===== src/hw/rtl/mdfw_ram.sv =====
// Generic single write port, single read port RAM with registered read data.
`default_nettype none

module mdfw_ram #(
   parameter int WIDTH = 8,
   parameter int DEPTH = 16
) (
   input  wire logic                     clock,
   input  wire logic                     wr_en,
   input  wire logic [$clog2(DEPTH)-1:0] wr_addr,
   input  wire logic [WIDTH-1:0]         wr_data,
   input  wire logic [$clog2(DEPTH)-1:0] rd_addr,
   output logic      [WIDTH-1:0]         rd_data
);

   logic [WIDTH-1:0] mem_ff [DEPTH];
   logic [WIDTH-1:0] rd_data_ff;

   always_ff @(posedge clock) begin
      if (wr_en) begin
         mem_ff[wr_addr] <= wr_data;
      end
      rd_data_ff <= mem_ff[rd_addr];
   end

   assign rd_data = rd_data_ff;

endmodule

`default_nettype wire


===== config.mk =====
export PLATFORM = sky130hd
export DESIGN_NAME = mdfw_ram
export DESIGN_NICKNAME = d
export VERILOG_FILES = /design/src/hw/rtl/mdfw_ram.sv
export SDC_FILE = /design/constraint.sdc
export NUM_CORES = 1
export LEC_CHECK = 0
export BUFFER_PORTS_ARGS = -buffer_cell sky130_fd_sc_hd__buf_2
export CORE_MARGIN = 4
export CORE_UTILIZATION = 50
export CTS_BUF_LIST = sky130_fd_sc_hd__clkbuf_4
export CTS_CLUSTER_DIAMETER = 120
export DETAILED_ROUTE_END_ITERATION = 10
export HOLD_SLACK_MARGIN = 0.03
export PLACE_DENSITY_LB_ADDON = 0.08
export REMOVE_ABC_BUFFERS = 1
export SKIP_CTS_REPAIR_TIMING = 1
export SLEW_MARGIN = 10
export SYNTH_ARGS = -nofsm -noshare
export SYNTH_HDL_FRONTEND = slang
export SYNTH_SLANG_ARGS = --single-unit

===== constraint.sdc =====
create_clock -name clock -period 3.6 [get_ports clock]
set_clock_uncertainty 0.1 [all_clocks]
set_input_delay 0.54 -clock clock [delete_from_list [all_inputs] [get_ports clock]]
set_output_delay 0.54 -clock clock [all_outputs]
set_load 0.03 [all_outputs]

==> impl_metrics.yaml, run 1 <==
cells_and_area:
  drive_above_1_share_pct: 28.5
  final_common_cell: "edfxtp_1"
  stdcell_count: 417
  multi_input_area_um2: 1060
  syn_to_final_growth_pct: 12.6
  fin_area_um2: 5800
  ff_latch_area_um2: 4000
  layout_common_cells: "128 x edfxtp_1, 25 x buf_2, 18 x mux4_2, 17 x clkbuf_4, 16 x a22oi_1"
  nFillCells: 766
  finalNetCount: 289
  num_antenna_cells: 0
floorplanning:
  io_pins: 26
  fp.coreArea_um2: 9910
  die_h_um: 109
  initial_utilization_pct: 51.9
  die_w_um: 109
  num_rows: 36
  dieArea_um2: 12000
synth:
  synth_seq_area_share_pct: 77.8
  synth_xor_area_share_pct: 0
  synth_compound_area_share_pct: 2.33
  muxShareOfSynthArea_pct: 15.0
  synth_fa_ha_area_share_pct: 0
  ys.warnings.count: 0
  syn_inst: 229
  yosys.area_share.simple_pct: 3.18
  synth_top_family_by_area: "multiplexers"
  netlist_area_um2: 5150
  syn_avg_cell_area_um2: 22.5
  synth_cell_types: 19
  ys_seq_elements: 136
timing:
  slew_viol_final: 0
  relSlewSlack_pct: 40.4
  worst_pin_slew_ns: 0.890
  clock.fmax_mhz: 520
  fin_tns_setup_ns: 0
  finalCritPeriodShare_pct: 53.4
  finalSetupViolCount: 0
  hold_violations: 0
  fin_crit_ns: 1.92
  rsz0062_at_grt: "no"
  setup_slack_ns: 1.68
placement:
  dp_hpwl_mm: 5.99
  placed_area_um2: 5410
  placed_cells: 385
  io_buffers: 25
  gp_congestion: 0.729
  post-place-ws_ns: 1.11
clocking:
  clk_pin_slew_ns: 0.11
  cts_made_buffers: 17
  cts.sinks: 136
  cts_tree: "built"
  htree_levels: 4
  clk_latency_ns: 0.51
  root_buffer: "clkbuf_4"
  cts_buffer_depth: 2
global_route:
  grt_pass1_wl_mm: 14.8
  grt_max_degree: 33
  grt_pass1_vias: 2413
  track_usage_pct: 18.0
  grt_overflow: 0
  antenna_found_initial: 0
power_and_ir_drop:
  pwr_density_cell_nw_per_um2: 555
  switchingPower_uw: 631
  p_int_uw: 2580
  p_comb_share_pct: 5.4
  seqPwrFrac_pct: 55.3
  finalPower_uw: 3220
  power_frac_clock_pct: 39.3
  p_sw_share_pct: 19.6
  ir_drop_uv: 198
  power_leakage_uw: 0.00193
route:
  drcViolationCount: 0
  vias: 2342
  antenna_left: 0
  wl_per_cell_um: 22.4
  viasPerCell: 5.62
  totalWireLength_mm: 9.33
  first_iter_violations: 177
  drtPass1Iterations: 4
setup_path:
  criticalPathCategory: "in2reg"
  reg2regPathDepth: 3
  worstSetupStartpointType: "input pin"
  worst_setup_path_end_kind: "flip-flop"
  worstPathRequired_ns: 3.90
  cp.arrival_ns: 2.22
  path_max_fanout: 17
worst_hold_path:
  hold_depth: 1
  hold_class: "in2reg"
outcome:
  status: "finished, final reports clean"
flow_run:
  maxCapViolCount: 0
[critical path: stages]
cell     delay [ns]
buf_2          0.46
buf_4          0.30
mux4_1         0.58
a22oi_1        0.25
nand2_1        0.09
[area by class of cell]
cell class / instances / area share (%)
multi-input cells: 83 / 18.2
well taps: 133 / 2.87
clock buffers: 17 / 2.20
flip-flops and latches: 136 / 69.1
repair buffers: 33 / 3.20
clock inverters: 15 / 4.40
[stage by stage]
stage	util (%)	hold WS (ns)
after floorplan	-	0.529
after global placement	54.6	0.554
after detailed placement	54.6	0.567
after CTS	58.5	0.241
after global routing	58.5	0.249
final	58.5	0.303
[worst paths after layout]
check                     start      endpoint  slack (ns)
setup / recovery     rd_addr[0]    rd_data[1]        1.68
hold / removal       wr_data[6]  mem_ff[1][6]        0.30
setup reg to reg   mem_ff[9][4]    rd_data[4]        2.12
hold reg to reg   mem_ff[14][3]    rd_data[3]        0.58
[logic make-up after synthesis]
logic type	count (synthesis)
muxes	32
buffers and inverters	10
AOI/OAI and AO/OA	16
and+or+nand+nor	35
DFF	136
[routing by layer]
metal | global-route usage [%] | wire [um]
met1 | 25.8 | 4370
met2 | 26.5 | 4470
met3 | 5.05 | 384
met4 | 6.68 | 114
met5 | 0 | 0
[synth_stat cells]
library cell | count | area, um2
edfxtp_1 | 128 | 3840
mux4_2 | 18 | 405
a22oi_1 | 16 | 120
mux4_1 | 14 | 368
nor2_1 | 13 | 48.8
nand2_1 | 9 | 33.8
dfxtp_1 | 8 | 160
nor3_1 | 4 | 20.0
buf_2 | 3 | 15.0
buf_6 | 3 | 33.8
clkdlybuf4s25_2 | 3 | 30.0
nand2b_1 | 2 | 12.5
nand3b_1 | 2 | 15.0
and2_1 | 1 | 6.26
and2b_1 | 1 | 7.51
buf_4 | 1 | 7.51
nand3_1 | 1 | 5.00
nor2b_1 | 1 | 6.26
or3b_2 | 1 | 8.76
[power by group through the flow]
stage	logic (uW)	registers, uW	clock network [uW]
5_1_grt	189	1780	1380
4_1_cts	177	1780	1290
2_1_floorplan	71.0	1830	0
3_5_place_dp	177	1810	0
6_report	173	1780	1260
3_3_place_gp	175	1810	0
[registers in the layout, indices dropped and copies added (netlist names)]
name     cells
mem_ff     128
rd_data      8
No activity file was read; power rests on OpenSTA's default activity.
==> inputs of run 2 (changes only) <==
Settings changed: ABC_AREA set to 1.
Clock period 3.6 ns to 1.7 ns, I/O delays scaled along.
==> run 2 against run 1 <==
Net effect:
- worst setup slack got worse by 1.5 ns
- first-iteration DRC count increased by 71%
- non-clock buffer count increased by 24
- combinational power increased to 3.1 times the previous value
- critical path depth decreased by 4
- sequential power increased by 110%
- sequential cell count unchanged
- die area increased by 11%
- routed wire length increased by 38%
- critical path type is now reg2out
==> impl_metrics.yaml, run 2 <==
floorplanning:
  dieArea_um2: 13300
  die_w_um: 115
  io_pins: 26
  die_h_um: 115
  num_rows: 38
  initial_utilization_pct: 52.1
  fp.coreArea_um2: 11100
global_route:
  grt_max_degree: 34
  grt_pass1_vias: 3485
  grt_pass1_wl_mm: 19.8
  grt_overflow: 0
  track_usage_pct: 20.5
  antenna_found_initial: 0
synth:
  synth_cell_types: 12
  yosys.cell_count.top_type: "nand2_1"
  synth_seq_area_share_pct: 69.4
  syn_inst: 551
  syn_avg_cell_area_um2: 10.5
  ys_top_cells_by_count: "173 x nand2_1, 128 x edfxtp_1, 100 x inv_1, 97 x nand3_1, 17 x nor2_1"
  ys_seq_elements: 136
  synth-async-reset-ratio_pct: 0
  synth_top_area_share_pct: 66.7
  synth_edf_count: 128
  ys.flop_type: "edfxtp_1"
  netlist_area_um2: 5770
  yosysTopAreaCell: "edfxtp_1"
  synth_area_leaders: "edfxtp_1 67%, nand2_1 11%, nand3_1 8.4%, inv_1 6.5%, dfxtp_1 2.8%"
  ys.warnings.count: 0
timing:
  slew_viol_final: 0
  finalSetupViolCount: 0
  fin_crit_ns: 1.48
  rsz0062_at_grt: "no"
  finalCritPeriodShare_pct: 86.9
  worst_pin_slew_ns: 0.386
  fin_tns_setup_ns: 0
  relSlewSlack_pct: 74.3
  clock.fmax_mhz: 677
  hold_violations: 0
clocking:
  root_buffer: "clkbuf_4"
  cts_buffer_depth: 2
  cts.sinks: 136
  clk_latency_ns: 0.52
  cts_made_buffers: 17
  clk_pin_slew_ns: 0.12
  cts_tree: "built"
  htree_levels: 4
cells_and_area:
  num_antenna_cells: 0
  top_register: "mem_ff"
  layout_common_cells: "173 x nand2_1, 128 x edfxtp_1, 100 x inv_1, 97 x nand3_1, 25 x buf_2"
  fin_util_pct: 58.8
  drive_above_1_share_pct: 13.0
  syn_to_final_growth_pct: 13.0
  finalNetCount: 621
  final_common_cell: "nand2_1"
  largest_reg_flops: 128
power_and_ir_drop:
  p_int_uw: 4920
  switchingPower_uw: 1540
  seqPwrFrac_pct: 58.2
  p_comb_share_pct: 8.2
  power_leakage_uw: 0.00285
  power_frac_clock_pct: 33.6
  ir_drop_uv: 551
  p_sw_share_pct: 23.8
  pwr_density_cell_nw_per_um2: 992
route:
  drtPass1Iterations: 5
  vias: 3787
  viasPerCell: 5.01
  antenna_left: 0
  first_iter_violations: 302
  totalWireLength_mm: 12.9
  wl_per_cell_um: 17.0
  drcViolationCount: 0
setup_path:
  path_buf_inv: 1
  path_max_fanout: 1
  cp.arrival_ns: 1.12
  critPathMaxStageDelay_ns: 0.40
  worstPathRequired_ns: 1.34
  criticalPathCategory: "reg2out"
  path_delay_family: "flip-flops"
  reg2regPathDepth: 6
  r2r_end: "rd_data[7]"
  worstSetupStartpointType: "flip-flop"
  r2r-start: "mem_ff[1][7]"
  cp_slowest_cell: "dfxtp_1"
  crit_start: "rd_data[5]"
  crit_chain: "buf_2"
  r2r_setup_slack_ns: 0.57
  worst_setup_path_end_kind: "primary output"
worst_hold_path:
  min_to: "mem_ff[0][6]"
  hold_depth: 1
  min_from: "wr_data[6]"
  hold_class: "in2reg"
placement:
  gp_congestion: 0.834
  io_buffers: 25
  dp_hpwl_mm: 7.85
flow_run:
  maxCapViolCount: 0
outcome:
  status: "finished, final reports clean"
-- run 2: changes by cell type in the layout (fill, tap and decap cells not counted), moves of 4 or more --
| cell | delta |
|---|---|
| mux4_2 | -18 |
| buf_12 | +5 |
| bufinv_16 | -4 |
| nand2_1 | +164 |
| nor2_1 | +4 |
| mux4_1 | -14 |
| dlygate4sd3_1 | +8 |
| inv_1 | +100 |
| buf_4 | +11 |
| nor3_1 | -4 |
| nand3_1 | +96 |
| a22oi_1 | -16 |
-- run 2: area by class of cell --
type                    count  area, um2
clock inverters            14        158
fillers                   985       4560
repair buffers             57        448
well taps                 140        175
flip-flops and latches    136       4000
multi-input cells         289       1210
inverters                 102        383
clock buffers              18        135
-- run 2: metrics by stage --
stage | total power (uW) | cell area (um2) | worst slack (ns) | std cells | hold slack (ns)
after global routing | 6730 | 6520 | 0.148 | 756 | 0.0400
after floorplan | 4080 | 5600 | 0.365 | 527 | 0.254
final | 6470 | 6520 | 0.223 | 756 | 0.0708
after CTS | 6490 | 6440 | 0.185 | 748 | -0.0419
after detailed placement | 4360 | 6140 | 0.146 | 716 | 0.515
after global placement | 4350 | 6140 | 0.160 | 716 | 0.518
-- run 2: kinds of logic (layout without fill, tap and decap cells) --
family	count (synthesis)	count (layout)	synth area share, %
simple gates	289	289	21.0
buf+inv	126	191	9.52
flops	136	136	69.4
-- run 2: metal layers --
| layer | vias up | track usage, % | share of wire, % |
|---|---|---|---|
| met2 | 124 | 30.7 | 47 |
| met3 | 8 | 4.74 | 5.9 |
| met5 | - | 0 | 0 |
| li1 | 1875 | - | - |
| met4 | 0 | 6.26 | 1.2 |
| met1 | 1780 | 30.2 | 46 |
-- run 2: worst max-delay path by stage --
stage | end | slack (ns) | cells after the start
floorplan | rd_data[2] | 0.36 | 6
detailed placement | rd_data[6] | 0.15 | 8
CTS | rd_data[5] | 0.18 | 1
global route | rd_data[5] | 0.15 | 1
global placement | rd_data[6] | 0.16 | 8
finish | rd_data[5] | 0.22 | 1
-- run 2: power groups by stage --
stage          sequential [uW]  clock [uW]  combinational [uW]
2_1_floorplan             3880           0                 202
4_1_cts                   3770        2200                 522
5_1_grt                   3770        2370                 583
6_report                  3760        2170                 529
3_5_place_dp              3840           0                 519
3_3_place_gp              3840           0                 514
